<file path="config.mk">
export PLATFORM = sky130hd
export DESIGN_NAME = char_lcd_write_sequencer
export DESIGN_NICKNAME = d
export VERILOG_FILES = /design/src/sv/lcdws_pkg.sv /design/src/sv/lcdws_front.sv /design/src/sv/lcdws_queue.sv /design/src/sv/lcdws_back.sv /design/src/sv/char_lcd_write_sequencer.sv
export SDC_FILE = /design/constraint.sdc
export NUM_CORES = 1
export LEC_CHECK = 0
export ABC_AREA = 1
export BUFFER_PORTS_ARGS = -buffer_cell sky130_fd_sc_hd__buf_2
export CAP_MARGIN = 20
export CORE_ASPECT_RATIO = 0.8
export CORE_MARGIN = 3
export CORE_UTILIZATION = 50
export CTS_BUF_LIST = sky130_fd_sc_hd__clkbuf_4 sky130_fd_sc_hd__clkbuf_8
export DETAILED_ROUTE_END_ITERATION = 6
export GPL_TIMING_DRIVEN = 0
export MAX_ROUTING_LAYER = met4
export PLACE_DENSITY_LB_ADDON = 0.1
export SLEW_MARGIN = 10
export SYNTH_ARGS = -nofsm -noshare
export SYNTH_HDL_FRONTEND = slang
export SYNTH_HIERARCHICAL = 1
export SYNTH_SLANG_ARGS = --single-unit
</file>
<file path="constraint.sdc">
create_clock -name clk -period 7.3 [get_ports clk]
set_clock_uncertainty 0.2 [all_clocks]
set_input_delay 0.365 -clock clk [delete_from_list [all_inputs] [get_ports clk]]
set_output_delay 0.365 -clock clk [all_outputs]
set_load 0.05 [all_outputs]
</file>
<file path="src/sv/lcdws_pkg.sv">
// Shared types and constants for the character-LCD write sequencer.
`default_nettype none
package lcdws_pkg;

  localparam int DISPLAY_COLUMNS_DEF = 20;
  localparam int QUEUE_DEPTH_DEF     = 4;

  typedef enum logic [2:0] {
    OP_COMMAND   = 3'd0,
    OP_CHAR      = 3'd1,
    OP_CHAR_AT   = 3'd2,
    OP_INIT      = 3'd3,
    OP_GLYPH_ROW = 3'd4
  } op_e;

  localparam logic CFG_FOUR_BIT_MODE   = 1'b0;
  localparam logic CFG_ENABLE_PULSE_US = 1'b1;

  localparam logic [14:0] HOLD_POWER_UP  = 15'd20000;
  localparam logic [14:0] HOLD_FIRST_SET = 15'd5000;
  localparam logic [14:0] HOLD_SECOND_SET = 15'd150;

  typedef struct packed {
    logic [2:0] operation;
    logic [7:0] value;
    logic [2:0] row;
    logic [4:0] column;
    logic [2:0] glyph_slot;
    logic [2:0] pattern_row;
  } req_t;

  typedef struct packed {
    logic        reg_select;
    logic        enable_pin;
    logic [7:0]  data_bus;
    logic [14:0] hold_us;
    logic        last_step;
  } step_t;

  // One word of work for the pin driver: a byte to clock out, or a bare wait.
  typedef struct packed {
    logic        is_wait;
    logic        rs;
    logic [7:0]  data;
    logic [14:0] tail_hold;
    logic        last;
  } entry_t;

endpackage
`default_nettype wire

</file>
<file path="src/sv/lcdws_front.sv">
// Request decoder: splits a request into byte and wait queue words.
`default_nettype none
module lcdws_front #(
  parameter int DISPLAY_COLUMNS = lcdws_pkg::DISPLAY_COLUMNS_DEF
) (
  input  wire logic              clk,
  input  wire logic              rst,
  input  wire logic              start,
  output logic                   busy,
  input  wire lcdws_pkg::req_t   req,
  input  wire logic              four_bit_mode,
  input  wire logic              queue_full,
  output logic                   push,
  output lcdws_pkg::entry_t      push_entry
);
  import lcdws_pkg::*;

  // wide enough for both the column field and the column limit
  localparam int COL_W = ($clog2(DISPLAY_COLUMNS + 1) > 5) ? $clog2(DISPLAY_COLUMNS + 1) : 5;

  logic       active;
  req_t       item;
  logic [3:0] idx;

  logic       present;
  logic [3:0] final_idx;
  logic       advance;
  logic       is_final;
  logic       accept;
  logic       row_ok;
  logic [7:0] cursor_cmd;
  logic [7:0] row_base;
  logic [COL_W-1:0] col_c;
  logic [COL_W-1:0] col_in;
  entry_t     ent;

  // Cursor address from row base and clamped column
  always_comb begin
    col_in = COL_W'(item.column);
    if (col_in == '0) begin
      col_c = COL_W'(1);
    end else if (col_in > COL_W'(DISPLAY_COLUMNS)) begin
      col_c = COL_W'(DISPLAY_COLUMNS);
    end else begin
      col_c = col_in;
    end
    row_ok = 1'b1;
    case (item.row)
      3'd1: row_base = 8'h80;
      3'd2: row_base = 8'hC0;
      3'd3: row_base = 8'h94;
      3'd4: row_base = 8'hD4;
      default: begin
        row_base = 8'h00;
        row_ok   = 1'b0;
      end
    endcase
    cursor_cmd = row_base + 8'(col_c) - 8'd1;
  end

  always_comb begin
    ent           = '0;
    present       = 1'b1;
    final_idx     = 4'd0;
    case (op_e'(item.operation))
      OP_COMMAND: begin
        ent.data = item.value;
      end
      OP_CHAR: begin
        ent.rs   = 1'b1;
        ent.data = item.value;
      end
      OP_CHAR_AT: begin
        final_idx = 4'd1;
        if (idx == 4'd0) begin
          present  = row_ok;
          ent.data = cursor_cmd;
        end else begin
          ent.rs   = 1'b1;
          ent.data = item.value;
        end
      end
      OP_INIT: begin
        final_idx = 4'd9;
        case (idx)
          4'd0: begin
            ent.is_wait   = 1'b1;
            ent.tail_hold = HOLD_POWER_UP;
          end
          4'd1: begin
            ent.data      = 8'h38;
            ent.tail_hold = HOLD_FIRST_SET;
          end
          4'd2: begin
            ent.data      = 8'h38;
            ent.tail_hold = HOLD_SECOND_SET;
          end
          4'd3: ent.data = 8'h38;
          4'd4: ent.data = 8'h01;
          4'd5: ent.data = 8'h02;
          4'd6: ent.data = 8'h06;
          4'd7: ent.data = 8'h0C;
          4'd8: ent.data = four_bit_mode ? 8'h28 : 8'h38;
          default: ent.data = 8'h80;
        endcase
      end
      OP_GLYPH_ROW: begin
        final_idx = (item.pattern_row == 3'd7) ? 4'd3 : 4'd1;
        case (idx)
          4'd0: begin
            present  = (item.pattern_row == 3'd0);
            ent.data = 8'h40 + {2'b00, item.glyph_slot, 3'b000};
          end
          4'd1: begin
            ent.rs   = 1'b1;
            ent.data = item.value;
          end
          4'd2: begin
            present  = row_ok;
            ent.data = cursor_cmd;
          end
          default: begin
            ent.rs   = 1'b1;
            ent.data = {5'b00000, item.glyph_slot};
          end
        endcase
      end
      default: present = 1'b0;
    endcase
    ent.last = (idx == final_idx);
  end

  assign push       = active && present && !queue_full;
  assign advance    = active && (!present || !queue_full);
  assign is_final   = (idx == final_idx);
  assign busy       = active && !(advance && is_final);
  assign accept     = start && !busy;
  assign push_entry = ent;

  always_ff @(posedge clk) begin
    if (rst) begin
      active <= 1'b0;
      idx    <= 4'd0;
    end else if (accept) begin
      // drop unused operation codes at the door
      active <= (req.operation <= 3'(OP_GLYPH_ROW));
      idx    <= 4'd0;
    end else if (advance) begin
      if (is_final) begin
        active <= 1'b0;
      end
      idx <= idx + 4'd1;
    end
  end

  always_ff @(posedge clk) begin
    if (accept) begin
      item <= req;
    end
  end

endmodule
`default_nettype wire

</file>
<file path="src/sv/lcdws_queue.sv">
// Short word queue between the request decoder and the pin driver.
`default_nettype none
module lcdws_queue #(
  parameter int DEPTH = lcdws_pkg::QUEUE_DEPTH_DEF
) (
  input  wire logic               clk,
  input  wire logic               rst,
  input  wire logic               push,
  input  wire lcdws_pkg::entry_t  push_entry,
  input  wire logic               pop,
  output lcdws_pkg::entry_t       head,
  output logic                    full,
  output logic                    empty
);
  import lcdws_pkg::*;

  localparam int PTR_W = (DEPTH > 1) ? $clog2(DEPTH) : 1;
  localparam int CNT_W = $clog2(DEPTH + 1);

  entry_t             mem [DEPTH];
  logic [PTR_W-1:0]   wr_ptr;
  logic [PTR_W-1:0]   rd_ptr;
  logic [CNT_W-1:0]   count;
  logic               do_push;
  logic               do_pop;

  assign full    = (count == CNT_W'(DEPTH));
  assign empty   = (count == '0);
  assign do_push = push && !full;
  assign do_pop  = pop && !empty;
  assign head    = mem[rd_ptr];

  always_ff @(posedge clk) begin
    if (do_push) begin
      mem[wr_ptr] <= push_entry;
    end
  end

  always_ff @(posedge clk) begin
    if (rst) begin
      wr_ptr <= '0;
      rd_ptr <= '0;
      count  <= '0;
    end else begin
      if (do_push) begin
        wr_ptr <= (wr_ptr == PTR_W'(DEPTH - 1)) ? '0 : wr_ptr + PTR_W'(1);
      end
      if (do_pop) begin
        rd_ptr <= (rd_ptr == PTR_W'(DEPTH - 1)) ? '0 : rd_ptr + PTR_W'(1);
      end
      count <= count + CNT_W'(do_push) - CNT_W'(do_pop);
    end
  end

  a_no_overflow: assert property (@(posedge clk) disable iff (rst)
    count <= CNT_W'(DEPTH))
    else $error("queue count above depth");
  a_push_lands: assert property (@(posedge clk) disable iff (rst)
    do_push && !do_pop |=> !empty)
    else $error("pushed word not held");
  a_pop_drains: assert property (@(posedge clk) disable iff (rst)
    do_pop && !do_push && (count == CNT_W'(1)) |=> empty)
    else $error("last word not drained");

endmodule
`default_nettype wire

</file>
<file path="src/sv/lcdws_back.sv">
// Pin driver: each queued word becomes pulses or a wait, one pin step a cycle.
`default_nettype none
module lcdws_back (
  input  wire logic               clk,
  input  wire logic               rst,
  input  wire lcdws_pkg::entry_t  head,
  input  wire logic               empty,
  output logic                    pop,
  input  wire logic               four_bit_mode,
  input  wire logic [7:0]         enable_pulse_us,
  output logic                    step_valid,
  output lcdws_pkg::step_t        step
);
  import lcdws_pkg::*;

  entry_t     cur;
  logic       cur_valid;
  logic [1:0] phase;
  logic [1:0] final_phase;
  logic       at_final;
  step_t      step_next;
  logic [3:0] nib;

  always_comb begin
    if (cur.is_wait) begin
      final_phase = 2'd0;
    end else if (four_bit_mode) begin
      final_phase = 2'd3;
    end else begin
      final_phase = 2'd1;
    end
    at_final = (phase == final_phase);
    pop      = !empty && (!cur_valid || at_final);
    nib      = phase[1] ? cur.data[3:0] : cur.data[7:4];

    step_next = '0;
    if (cur.is_wait) begin
      step_next.hold_us = cur.tail_hold;
    end else begin
      step_next.reg_select = cur.rs;
      step_next.enable_pin = !phase[0];
      step_next.data_bus   = four_bit_mode ? {4'b0000, nib} : cur.data;
      if (!phase[0]) begin
        step_next.hold_us = {7'd0, enable_pulse_us};
      end else if (at_final) begin
        step_next.hold_us = cur.tail_hold;
      end
    end
    step_next.last_step = cur.last && at_final;
  end

  always_ff @(posedge clk) begin
    if (rst) begin
      cur_valid  <= 1'b0;
      phase      <= 2'd0;
      step_valid <= 1'b0;
    end else begin
      step_valid <= cur_valid;
      if (pop) begin
        cur_valid <= 1'b1;
        phase     <= 2'd0;
      end else if (cur_valid) begin
        // advance through the pulse, release the word on its final step
        if (at_final) begin
          cur_valid <= 1'b0;
        end
        phase <= phase + 2'd1;
      end
    end
  end

  always_ff @(posedge clk) begin
    if (pop) begin
      cur <= head;
    end
    step <= step_next;
  end

  a_enable_falls: assert property (@(posedge clk) disable iff (rst)
    step_valid && step.enable_pin |=> step_valid && !step.enable_pin)
    else $error("enable high step not followed by its low step");
  a_last_low: assert property (@(posedge clk) disable iff (rst)
    step_valid && step.last_step |-> !step.enable_pin)
    else $error("request ends with enable high");
  a_strobe_source: assert property (@(posedge clk) disable iff (rst)
    step_valid |-> $past(cur_valid))
    else $error("step strobe without a word in progress");

endmodule
`default_nettype wire

</file>
<file path="src/sv/char_lcd_write_sequencer.sv">
// Top level: config registers, request decoder, word queue and pin driver.
// With the queue idle, a request passes the decoder's request register, the queue and
// the pin driver's word and step registers before its first pin step strobes.
// Throughput: one pin step per cycle, the receiver cannot stall; a byte is 4 steps in
// 4-bit mode, 2 in 8-bit mode, so the pin driver sets the rate; initialize is 37 or 19.
// busy holds off requests while the decoder still has words for the queue.
// Reset: 4-bit mode, 5 us enable pulse, queue empty, no step pending.
`default_nettype none
module char_lcd_write_sequencer #(
  parameter int DISPLAY_COLUMNS = lcdws_pkg::DISPLAY_COLUMNS_DEF,
  parameter int QUEUE_DEPTH     = lcdws_pkg::QUEUE_DEPTH_DEF
) (
  input  wire logic              clk,
  input  wire logic              rst,
  input  wire logic              start,
  output logic                   busy,
  input  wire lcdws_pkg::req_t   req,
  output logic                   step_valid,
  output lcdws_pkg::step_t       step,
  input  wire logic              cfg_valid,
  output logic                   cfg_ready,
  input  wire logic              cfg_index,
  input  wire logic [7:0]        cfg_data
);
  import lcdws_pkg::*;

  logic       four_bit_mode;
  logic [7:0] enable_pulse_us;
  logic       q_push;
  entry_t     q_push_entry;
  logic       q_pop;
  entry_t     q_head;
  logic       q_full;
  logic       q_empty;

  assign cfg_ready = 1'b1;

  always_ff @(posedge clk) begin
    if (rst) begin
      four_bit_mode   <= 1'b1;
      enable_pulse_us <= 8'd5;
    end else if (cfg_valid && cfg_ready) begin
      case (cfg_index)
        CFG_FOUR_BIT_MODE:   four_bit_mode   <= cfg_data[0];
        CFG_ENABLE_PULSE_US: enable_pulse_us <= cfg_data;
        default: ;
      endcase
    end
  end

  lcdws_front #(
    .DISPLAY_COLUMNS (DISPLAY_COLUMNS)
  ) u_front (
    .clk           (clk),
    .rst           (rst),
    .start         (start),
    .busy          (busy),
    .req           (req),
    .four_bit_mode (four_bit_mode),
    .queue_full    (q_full),
    .push          (q_push),
    .push_entry    (q_push_entry)
  );

  lcdws_queue #(
    .DEPTH (QUEUE_DEPTH)
  ) u_queue (
    .clk        (clk),
    .rst        (rst),
    .push       (q_push),
    .push_entry (q_push_entry),
    .pop        (q_pop),
    .head       (q_head),
    .full       (q_full),
    .empty      (q_empty)
  );

  lcdws_back u_back (
    .clk             (clk),
    .rst             (rst),
    .head            (q_head),
    .empty           (q_empty),
    .pop             (q_pop),
    .four_bit_mode   (four_bit_mode),
    .enable_pulse_us (enable_pulse_us),
    .step_valid      (step_valid),
    .step            (step)
  );

endmodule
`default_nettype wire

</file>
Word-level counts from Yosys, hierarchy flattened

Memory sizes are Yosys's and may differ from the RTL's. A register that Yosys moved wholly into a read port is not among the register bits.
Cells that the tools add are included.

Flip-flop bits (word level): 76
Memory bits (writable): 104
Bits of input ports: 38
Output and inout bits: 29
Logic and storage cells: 132
Memories kept: 1

Memory list:

| memory      | depth | width | rd ports | clocked after memory_dff | wr ports | line              | RTL |
|---|---|---|---|---|---|---|---|
| u_queue.mem | 4     | 26    | 1        | 1                        | 1        | lcdws_queue.sv:20 | `entry_t mem [DEPTH];` |

$add $sub $neg: 9
$lt $le $gt $ge: 2
Equality and inequality tests: 22
Multiplexer cells: 38
Bitwise logic cells: 1
Reductions and logical operators: 37

Operator list:

| kind                                             | number |
|---|---|
| case mux 8 bit (4 select lines)                  | 2 |
| two-way mux 15 bit                               | 4 |
| case mux 8 bit (7 select lines)                  | 1 |
| case mux 15 bit (3 select lines)                 | 1 |
| case mux 8 bit (3 select lines)                  | 1 |
| == test 4 x 3 -> 1 bit, second input constant    | 4 |
| two-way mux 5 bit                                | 3 |
| two-way mux 1 bit                                | 14 |
| == test 3 x 2 -> 1 bit, second input constant    | 4 |
| == test 3 bit, second input constant             | 4 |
| case mux 4 bit (3 select lines)                  | 1 |
| logical AND 1 bit                                | 10 |
| two-way mux 2 bit                                | 5 |
| OR reduction 2 bit                               | 5 |
| zero test 3 bit                                  | 3 |
| adder 7 x 6 -> 8 bit, first input constant       | 1 |
| adder 8 x 5 -> 8 bit                             | 1 |
| == test 4 x 2 -> 1 bit, second input constant    | 2 |
| two-way mux 4 bit                                | 2 |
| two-way mux 8 bit                                | 1 |
| subtractor 8 x 1 -> 8 bit, second input constant | 1 |
| zero test 1 bit                                  | 7 |
| adder 2 x 1 -> 2 bit, second input constant      | 3 |
| == test 3 x 1 -> 1 bit, second input constant    | 2 |
| other kinds (20)                                 | 27 |

Logic depth before layout (Yosys ltp)

Gate-level depths: netlist (run 1).

Word-level depth: 15
Depth in mapped cells: 18
Depth with buffers taken out: 18

Modules after synthesis

Netlist (run 1), hierarchy kept.

Modules (own cells, without submodules):

| module                   | times used | cells each | area an instance (um^2) | sequential area each (um^2) |
|---|---|---|---|---|
| lcdws_queue              | 1          | 318        | 4337.9                  | 3303.2 |
| lcdws_front              | 1          | 267        | 2135.8                  | 850.8 |
| lcdws_back               | 1          | 145        | 1788.0                  | 1381.3 |
| char_lcd_write_sequencer | 1          | 55         | 374.1                   | 180.2 |

Worst setup path after synthesis (run 1)

Ideal clock, no wire load.

Path kind: reg2reg
Start point: register u_front.idx[0]
End point: memory u_queue/mem[3][0] (netlist bit), enable pin
Library setup time: 409 ps
Arrival time: 2693 ps
Required time: 6691 ps
Setup slack: 3998 ps
Cell stages (with the launch flop): 13
Path buffers: 0
Period minus slack after synthesis: 3302 ps
Cell sequence: dfxtp_1 > inv_1 > ha_1 > nand2_1 > nor2_2 > nand2_1 > nand2_1 > nand2_1 > nand3_2 > nand3_1 > nor2_1 > nand2_2 > nor2_1

Word-level cells in the longest chain between the ends: 8
Elaborated cells between the ends (all ways): 10
Classes of those cells: 1 x eq/ne; 5 x mux; 4 x reduce/logical

Ends and longest elaborated chain:

| what                                                                 | line                                  | RTL |
|---|---|---|
| start, declared                                                      | lcdws_front.sv:23                     | `logic [3:0] idx;` |
| start signal, assigned                                               | lcdws_front.sv:152                    | `idx <= idx + 4'd1;` |
| == test 4 x 2 -> 1 bit or zero test 4 bit (tied branches)            | lcdws_front.sv:109, lcdws_front.sv:75 |  |
| case mux 1 bit (2 select lines) or two-way mux 1 bit (tied branches) | lcdws_front.sv:109, lcdws_front.sv:75 |  |
| case mux 1 bit (3 select lines) *                                    | lcdws_front.sv:65                     | `case (op_e'(item.operation))` |
| logical AND 1 bit * (2 in series)                                    | lcdws_front.sv:133                    | `assign push = active && present && !queue_full;` |
| via q_push                                                           | char_lcd_write_sequencer.sv:29        | `logic q_push;` |
| logical AND 1 bit *                                                  | lcdws_queue.sv:29                     | `assign do_push = push && !full;` |
| two-way mux 1 bit *                                                  | lcdws_queue.sv:34                     | `if (do_push) begin` |
| two-way mux 1 bit (implied by the code) *                            | lcdws_queue.sv:35                     | `mem[wr_ptr] <= push_entry;` |
| end, declared                                                        | lcdws_queue.sv:20                     |  |

The timed path passes the listed nets; every way through them passes the cells marked *.

Final worst setup path (run 1)

Start point: register u_front.idx[0]
End point: register u_queue.count[2]

Word-level cells in the longest chain between the ends: 8
Elaborated cells between the ends (all ways): 10
Classes of those cells: 2 x add/sub; 1 x eq/ne; 3 x mux; 4 x reduce/logical

Ends and longest elaborated chain:

| what                                                                 | line                                  | RTL |
|---|---|---|
| == test 4 x 2 -> 1 bit or zero test 4 bit (tied branches)            | lcdws_front.sv:109, lcdws_front.sv:75 |  |
| case mux 1 bit (2 select lines) or two-way mux 1 bit (tied branches) | lcdws_front.sv:109, lcdws_front.sv:75 |  |
| case mux 1 bit (3 select lines) *                                    | lcdws_front.sv:65                     |  |
| logical AND 1 bit * (2 in series)                                    | lcdws_front.sv:133                    |  |
| via q_push                                                           | char_lcd_write_sequencer.sv:29        |  |
| logical AND 1 bit *                                                  | lcdws_queue.sv:29                     |  |
| adder 3 x 1 -> 3 bit *                                               | lcdws_queue.sv:51                     | `count <= count + CNT_W'(do_push) - CNT_W'(do_pop);` |
| subtractor 3 x 1 -> 3 bit *                                          | lcdws_queue.sv:51                     |  |
| end signal, assigned                                                 | lcdws_queue.sv:51                     |  |
| end, declared                                                        | lcdws_queue.sv:23                     | `logic [CNT_W-1:0] count;` |

Marked as above.
A chain may end at the register's enable or synchronous reset.

==> impl_metrics.prom, run 1 <==
# TYPE chip_impl_metric gauge
chip_impl_metric{name="share_of_the_yosys_chip_area_belonging_to_registers",unit="%"} 66.2
chip_impl_info{name="regToRegStartpoint",value="u_front/idx[0]"} 1
chip_impl_metric{name="synth_cell_type_count",unit=""} 40
chip_impl_info{name="setup.worst_path.end_class",value="flop"} 1
chip_impl_metric{name="finish.net_count",unit=""} 989
chip_impl_metric{name="cts-root-to-sink-buffers",unit=""} 3
chip_impl_info{name="rsz0062_at_grt",value="false"} 1
chip_impl_metric{name="worst-path-stages",unit=""} 18
chip_impl_metric{name="pwr_density_cell",unit="nW/um^2"} 347
chip_impl_metric{name="critical_path_buf_inv_count",unit=""} 2
chip_impl_metric{name="max_freq",unit="MHz"} 287
chip_impl_metric{name="gpl.final_weighted_congestion",unit=""} 0.955
chip_impl_metric{name="synth_top_cell_area_share",unit="%"} 53.9
chip_impl_info{name="cp_max_delay_cell",value="fa_1"} 1
chip_impl_metric{name="flow.area_growth_from_synthesis",unit="%"} 21.9
chip_impl_metric{name="first_global_vias",unit=""} 6036
chip_impl_info{name="critical_path_class",value="flop to flop"} 1
chip_impl_metric{name="p_leak",unit="nW"} 4.31
chip_impl_metric{name="worstSkewPairLatency",unit="ns"} 0.51
chip_impl_metric{name="route.final.wire_length",unit="mm"} 19.1
chip_impl_metric{name="synth-seq-cells",unit=""} 208
chip_impl_metric{name="cts_htree_levels",unit=""} 2
chip_impl_info{name="synth_most_common_cell",value="edfxtp_1"} 1
chip_impl_metric{name="port_buffers",unit=""} 65
chip_impl_metric{name="place_hpwl",unit="mm"} 12.7
chip_impl_metric{name="detailedRoute.firstPassIterationCount",unit=""} 7
chip_impl_metric{name="layout_setup_ws",unit="ns"} 3.81
chip_impl_metric{name="max_stage_delay",unit="ns"} 0.39
chip_impl_metric{name="timing.hold.worst_path_depth",unit=""} 5
chip_impl_metric{name="wire_length_of_the_first_global_routing_pass",unit="mm"} 30.4
chip_impl_info{name="outcome",value="complete, no violations"} 1
chip_impl_metric{name="die-width",unit="um"} 153
chip_impl_metric{name="detail_route.iter0.violations",unit=""} 485
chip_impl_metric{name="floorplan.core_area",unit="sq um"} 16700
chip_impl_info{name="hold_class",value="primary input to flop"} 1
chip_impl_metric{name="numCtsBuffers",unit=""} 34
chip_impl_info{name="min_from",value="cfg_index"} 1
chip_impl_metric{name="max_cap_violations",unit=""} 0
chip_impl_metric{name="final_min_period_over_clock_period",unit="%"} 47.8
chip_impl_metric{name="synth_edf_count",unit=""} 155
chip_impl_info{name="cp_common_cell",value="nand2_1"} 1
chip_impl_metric{name="gate_count_of_the_mapped_netlist",unit=""} 785
chip_impl_metric{name="via_count",unit=""} 6013
chip_impl_info{name="ys_top_cells_by_count",value="155 x edfxtp_1, 131 x nor2_1, 101 x nand2_1"} 1
chip_impl_info{name="synth_top_cells_by_area",value="edfxtp_1 54%, dfxtp_1 12%, nor2_1 5.7%"} 1
chip_impl_info{name="timing.critical_path.cells",value="inv_1 > ha_1 > nand2_1 > nor2_2 > nand2_1 > nand2_1 > nand2_1 > nand3_2 > nand3_1 > nor2_1 > nand2_2 > ha_1 > inv_1 > ha_1 > fa_1 > nand2_1 > nand2_1 > nor2_1"} 1
chip_impl_metric{name="report.final.slew_viol_count",unit=""} 0
chip_impl_metric{name="detail_route.vias_per_cell",unit=""} 5.10
chip_impl_metric{name="number_of_antenna_violations_at_the_first_check_in_global_routing",unit=""} 0
chip_impl_metric{name="worst_setup_hold_path_clk_slew",unit="ns"} 0.05
chip_impl_metric{name="drive_gt1_share",unit="%"} 20.8
chip_impl_metric{name="grt_max_degree",unit=""} 26
chip_impl_info{name="worst_r2r_endpoint",value="u_queue/count[2]"} 1
chip_impl_info{name="tritoncts_clock_tree",value="built"} 1
chip_impl_metric{name="yosys_warnings",unit=""} 6
chip_impl_metric{name="fin_crit",unit="ns"} 3.49
chip_impl_metric{name="drt_drc_violations_left",unit=""} 0
chip_impl_metric{name="post-cts-setup-buffer-count",unit=""} 0
chip_impl_metric{name="tightestPinTransition",unit="ns"} 0.983
chip_impl_metric{name="report.final.setup_viol",unit=""} 0
chip_impl_metric{name="post_synth_instance_area",unit="sq um"} 8640
chip_impl_metric{name="timing.hold.ws",unit="ns"} 0.0386
chip_impl_info{name="critical_path.startpoint",value="u_front/idx[0]"} 1
chip_impl_metric{name="slew_headroom",unit="%"} 34.4
chip_impl_metric{name="dpl_worst_slack",unit="ns"} 3.84
chip_impl_metric{name="critPathMaxFanout",unit=""} 7
chip_impl_metric{name="peakVddDrop",unit="uV"} 164
chip_impl_info{name="cts-root-buf",value="clkbuf_8"} 1
chip_impl_metric{name="r2r_setup_slack",unit="ns"} 3.81
chip_impl_metric{name="async_reset_ff_share",unit="%"} 0
chip_impl_metric{name="final_hold_viol_count",unit=""} 0
chip_impl_metric{name="timing.critical_path.arrival",unit="ns"} 3.71
chip_impl_info{name="timing_endpoint_of_the_critical_path",value="u_queue/count[2]"} 1
chip_impl_metric{name="avg_wl_per_cell",unit="um"} 16.3
chip_impl_metric{name="clkSinkCount",unit=""} 208
chip_impl_info{name="postSynth.topFlopCell",value="edfxtp_1"} 1
chip_impl_metric{name="track_usage",unit="%"} 21.0
chip_impl_metric{name="floorplan.io_pins",unit=""} 67
chip_impl_metric{name="antenna-diode-count",unit=""} 0
chip_impl_metric{name="fp.dieArea",unit="sq um"} 18900
chip_impl_metric{name="postSynthAreaPerCell",unit="sq um"} 11.0
chip_impl_metric{name="worst_ep_required_time",unit="ns"} 7.52
chip_impl_metric{name="timing.setup.tns",unit="ns"} 0
chip_impl_info{name="worst_path_dominant_cell_family",value="simple AND/OR/NAND/NOR gates"} 1
chip_impl_metric{name="overflow_left_after_global_routing",unit=""} 0
chip_impl_metric{name="start_util",unit="%"} 51.7
chip_impl_metric{name="postRouteAntennaNets",unit=""} 0
chip_impl_metric{name="rr_worst_depth",unit=""} 18
chip_impl_metric{name="fp.dieH",unit="um"} 124
chip_impl_metric{name="placement_rows",unit=""} 42
chip_impl_info{name="post-synth-top-area-cell",value="edfxtp_1"} 1
chip_impl_info{name="worstSetupStartpointType",value="flop"} 1
==> worst min-delay path, cell delays in order <==
cell,delay [ns]
buf_2,0.12
inv_1,0.06
nand2_1,0.06
nand2_1,0.04
nand3_1,0.05
==> repair_timing <==
| action | CTS | global route |
|---|---|---|
| hold buffers | 39 | 0 |
| hold endpoints to repair | 43 | 0 |
| gates resized for setup | 0 | 0 |
==> cells in the final DEF, fill, tap and decap left out, types with 3 or more instances in the layout <==
master         Yosys  routed
nand2_4            4       4
nand2_2           11      11
dlygate4sd3_1      0      39
o21ai_0           25      25
o21ai_1           43      43
inv_1             84      84
buf_6              4       4
a21oi_2            3       3
or2_2              3       3
nor2_2             4       4
clkinv_1           2       5
dfxtp_1           53      53
conb_1             2       4
nor2_1           131     127
clkbuf_4           0      16
ha_1              17      17
buf_12             0       3
nand2_1          101     101
a21oi_1           24      24
nand3b_1           3       3
inv_2              4       4
clkbuf_8           0      40
xor2_1             5       5
buf_4             15      15
o22ai_1           26      26
buf_2             11      76
nand3_1           28      28
o211ai_1           6       6
o2111ai_1          3       3
edfxtp_1         155     155
nor2_4             1       5
==> flip-flops by register name, summed over array words and instances, names as in the netlist, 2 cells and up, named ones only <==
register	cells
u_queue/wr_ptr	2
u_front/idx	4
u_front/col_in	5
u_back/phase	2
u_front/item	20
u_back/cur	26
enable_pulse_us	8
u_queue/rd_ptr	2
u_queue/mem	104
u_back/step	26
u_queue/count	3
==> layout make-up <==
type / count / area (sq um)
buffer: 31 / 216
timing repair buffer: 109 / 831
multi-input combinational: 456 / 2390
clock buffer: 56 / 671
sequential: 208 / 5720
inverter: 92 / 350
fill: 1344 / 6180
tap: 220 / 275
clock inverter: 6 / 76.3
==> per-stage QoR <==
stage	util [%]	instances	power, mW	instance area, sq um
global placement	55.3	1072	2.51	9240
global route	63.0	1178	3.84	10500
CTS	63.0	1178	3.68	10500
finish	63.0	1178	3.65	10500
floorplan	-	787	2.27	8640
detailed placement	56.2	1077	2.56	9390
==> power breakdown <==
group | leakage [nW] | total (mW) | internal [mW] | switching [mW]
clock network | 0.398 | 1.09 | 0.650 | 0.441
registers | 1.84 | 1.58 | 1.50 | 0.0723
logic | 2.08 | 0.982 | 0.281 | 0.701
total | 4.31 | 3.65 | 2.43 | 1.21
==> worst min path at each step <==
stage                           end
floorplan           u_back/step[25]
global placement     u_back/step[9]
detailed placement   u_back/step[9]
CTS                   four_bit_mode
global route          four_bit_mode
finish                four_bit_mode
==> routing by layer <==
metal	up-vias	GRT usage, %	part of all wire [%]
li1	2942	-	-
met1	2797	26.8	44
met2	237	34.3	47
met3	37	4.55	8.0
met4	0	6.40	1.7
met5	-	-	0
==> logic make-up (layout without fill, tap and decap cells) <==
| logic type | count (synthesis) | in the layout | synth area share [%] |
|---|---|---|---|
| XOR/XNOR | 7 | 7 | 0.710 |
| AO/OA/AOI/OAI | 135 | 135 | 8.93 |
| flip-flops | 208 | 208 | 66.2 |
| other | 2 | 4 | 0.0870 |
| adder cells (fa/ha/maj) | 19 | 19 | 2.93 |
| buffers and inverters | 123 | 294 | 6.56 |
| AND/OR/NAND/NOR | 291 | 291 | 14.6 |
Power figures use the tool's default switching activity.
==> inputs of run 2 (changes only) <==
- clock period: 7.3 -> 2.9 ns (I/O delays scaled with it)
==> impl_metrics.prom, run 2 (synthesized netlist as in run 1, its figures left out) <==
# TYPE chip_impl_metric gauge
chip_impl_info{name="tritoncts_clock_tree",value="built"} 1
chip_impl_metric{name="design_power_total",unit="mW"} 9.26
chip_impl_info{name="rsz0062_at_grt",value="true"} 1
chip_impl_info{name="critical_path_class",value="flop to flop"} 1
chip_impl_info{name="layout_common_cells",value="155 x edfxtp_1, 122 x nor2_1, 94 x nand2_1, 76 x inv_1, 76 x buf_2"} 1
chip_impl_metric{name="layoutNonFillerInstCount",unit=""} 1224
chip_impl_metric{name="timing.hold.ws",unit="ns"} 0.163
chip_impl_metric{name="power_report.internal_total",unit="mW"} 6.14
chip_impl_info{name="cts-root-buf",value="clkbuf_8"} 1
chip_impl_metric{name="final_min_period_over_clock_period",unit="%"} 95.7
chip_impl_metric{name="clkPwrFrac",unit="%"} 28.6
chip_impl_metric{name="detail_route.iter0.violations",unit=""} 561
chip_impl_info{name="layout_commonest_cell",value="edfxtp_1"} 1
chip_impl_metric{name="numCtsBuffers",unit=""} 34
chip_impl_metric{name="avg_wl_per_cell",unit="um"} 16.4
chip_impl_metric{name="share_seq_of_total_power",unit="%"} 42.8
chip_impl_metric{name="timing.critical_path.arrival",unit="ns"} 3.01
chip_impl_metric{name="postRouteAntennaNets",unit=""} 0
chip_impl_metric{name="layout_setup_ws",unit="ns"} 0.125
chip_impl_metric{name="met2_routed_length",unit="mm"} 9.27
chip_impl_metric{name="port_buffers",unit=""} 65
chip_impl_metric{name="rr_worst_depth",unit=""} 17
chip_impl_metric{name="fp.dieH",unit="um"} 124
chip_impl_metric{name="p_sw",unit="mW"} 3.11
chip_impl_metric{name="drive_gt1_share",unit="%"} 26.5
chip_impl_info{name="worst_r2r_endpoint",value="u_queue/count[1]"} 1
chip_impl_metric{name="worst_setup_hold_path_clk_slew",unit="ns"} 0.06
chip_impl_metric{name="fin_crit",unit="ns"} 2.77
chip_impl_metric{name="p_leak",unit="nW"} 4.55
chip_impl_metric{name="routedLengthMet1",unit="mm"} 8.94
chip_impl_metric{name="first_global_vias",unit=""} 6117
chip_impl_metric{name="tightestPinTransition",unit="ns"} 0.774
chip_impl_metric{name="flow.area_growth_from_synthesis",unit="%"} 28.3
chip_impl_metric{name="report.final.slew_viol_count",unit=""} 0
chip_impl_metric{name="pwr-share-comb",unit="%"} 28.6
chip_impl_metric{name="swShare",unit="%"} 33.6
chip_impl_metric{name="overflow_left_after_global_routing",unit=""} 0
chip_impl_metric{name="finish.instance_area",unit="sq um"} 11100
chip_impl_metric{name="pwr_density_cell",unit="nW/um^2"} 835
chip_impl_metric{name="filler_cell_count",unit=""} 1268
chip_impl_info{name="reg_top3",value="u_queue/mem (104), u_back/cur (26), u_back/step (26)"} 1
chip_impl_metric{name="die-width",unit="um"} 153
chip_impl_metric{name="wire_length_of_the_first_global_routing_pass",unit="mm"} 31.2
chip_impl_metric{name="place_hpwl",unit="mm"} 12.7
chip_impl_metric{name="slew_headroom",unit="%"} 48.1
chip_impl_metric{name="via_count",unit=""} 6268
chip_impl_metric{name="placement_rows",unit=""} 42
chip_impl_info{name="hold_class",value="primary input to flop"} 1
chip_impl_metric{name="report.final.setup_viol",unit=""} 0
chip_impl_metric{name="gpl.final_weighted_congestion",unit=""} 0.871
chip_impl_info{name="regToRegStartpoint",value="u_front/idx[3]"} 1
chip_impl_metric{name="number_of_flip_flops_under_the_largest_register_name",unit=""} 104
chip_impl_metric{name="detailedRoute.firstPassIterationCount",unit=""} 5
chip_impl_metric{name="worst_ep_required_time",unit="ns"} 3.13
chip_impl_info{name="outcome",value="complete, no violations"} 1
chip_impl_info{name="dr.max_layer_used",value="met4"} 1
chip_impl_metric{name="max_freq",unit="MHz"} 360
chip_impl_info{name="setup.worst_path.end_class",value="flop"} 1
chip_impl_metric{name="floorplan.core_area",unit="sq um"} 16700
chip_impl_metric{name="fp.dieArea",unit="sq um"} 18900
chip_impl_metric{name="number_of_antenna_violations_at_the_first_check_in_global_routing",unit=""} 0
chip_impl_info{name="critical_path.startpoint",value="u_front/idx[3]"} 1
chip_impl_metric{name="final_hold_viol_count",unit=""} 0
chip_impl_metric{name="antenna-diode-count",unit=""} 0
chip_impl_metric{name="clkSinkCount",unit=""} 208
chip_impl_metric{name="r2r_setup_slack",unit="ns"} 0.13
chip_impl_metric{name="detail_route.vias_per_cell",unit=""} 5.12
chip_impl_metric{name="grt_max_degree",unit=""} 26
chip_impl_metric{name="cts_htree_levels",unit=""} 2
chip_impl_metric{name="worstSkewPairLatency",unit="ns"} 0.49
chip_impl_metric{name="seqCellArea",unit="sq um"} 5720
chip_impl_metric{name="cts-root-to-sink-buffers",unit=""} 3
chip_impl_metric{name="peakVddDrop",unit="uV"} 514
chip_impl_info{name="worstSetupStartpointType",value="flop"} 1
chip_impl_metric{name="floorplan.io_pins",unit=""} 67
chip_impl_metric{name="route.final.wire_length",unit="mm"} 20.1
chip_impl_metric{name="start_util",unit="%"} 51.7
chip_impl_metric{name="critPathMaxFanout",unit=""} 9
chip_impl_metric{name="multi_input_area",unit="sq um"} 2530
chip_impl_metric{name="placedCellCount",unit=""} 1076
chip_impl_metric{name="drt_drc_violations_left",unit=""} 0
chip_impl_metric{name="met3_length",unit="mm"} 1.59
chip_impl_info{name="largest_register",value="u_queue/mem"} 1
chip_impl_metric{name="finish.net_count",unit=""} 1036
chip_impl_info{name="timing_endpoint_of_the_critical_path",value="u_queue/count[1]"} 1
chip_impl_metric{name="dpl_worst_slack",unit="ns"} -0.568
chip_impl_metric{name="max_cap_violations",unit=""} 0
chip_impl_metric{name="track_usage",unit="%"} 21.8
chip_impl_metric{name="dpl-instance-area",unit="sq um"} 9390
==> run 2: how the worst min path moves through the flow <==
| stage | cells past startpoint | slack (ns) | from | end |
|---|---|---|---|---|
| finish | 2 | 0.16 | req[3] | u_front/item[3] |
| global route | 2 | 0.14 | req[13] | u_front/item[13] |
| CTS | 2 | 0.13 | req[1] | u_front/item[1] |
| detailed placement | 1 | 0.12 | req[7] | u_front/col_in[1] |
| global placement | 1 | 0.12 | req[17] | u_front/item[17] |
| floorplan | 1 | 0.01 | rst | u_back/cur_valid |
==> run 2: area by class of cell <==
type	instances	area share (%)
Buffer	31	1.95
Clock buffer	57	6.18
Clock inverter	4	0.418
Inverter	92	3.30
Multi-Input combinational cell	456	22.9
Sequential cell	208	51.6
Tap cell	220	2.48
Timing Repair Buffer	155	11.1
Timing Repair inverter	1	0.0452
==> run 2: per-stage QoR <==
step	setup TNS, ns	utilization (%)
6_report	0	66.3
4_1_cts	0	64.9
3_5_place_dp	-36.31	56.2
2_1_floorplan	-41.84	-
3_3_place_gp	-176.90	55.4
5_1_grt	-0.377	66.3
==> run 2: critical path, stage by stage, from the launching register on <==
cell and delay, ns:
dfxtp_1 0.30, buf_6 0.14, nor2_4 0.18, nand2_4 0.11, inv_4 0.09, nand2_4 0.05, nand2_2 0.06, nand2_2 0.06
nand3_4 0.09, nand3_2 0.09, nor2_4 0.13, nand2_4 0.07, ha_1 0.29, inv_1 0.04, ha_1 0.18, fa_2 0.52
inv_1 0.04, nor2_1 0.06
==> run 2: power groups by stage <==
stage | clock (mW) | sequential (mW) | combinational, mW
floorplan | 0 | 4.58 | 1.15
global placement | 0 | 4.02 | 2.32
detailed placement | 0 | 4.03 | 2.38
CTS | 2.72 | 3.97 | 2.56
global route | 2.84 | 4.01 | 2.90
finish | 2.64 | 3.97 | 2.65
==> run 2: what timing repair did <==
action,4_1_cts,5_1_grt
hold buffers,55,0
buffers inserted,12,19
setup endpoints to repair,149,101
pin swaps,4,15
gates resized for setup,18,31
gates cloned,1,0
endpoints found under the hold margin,52,0
==> run 2: per-layer routing <==
layer | global-route usage (%) | vias up
li1 | - | 3035
met2 | 34.7 | 225
met3 | 5.00 | 29
met5 | - | -
met1 | 28.7 | 2979
met4 | 5.90 | 0
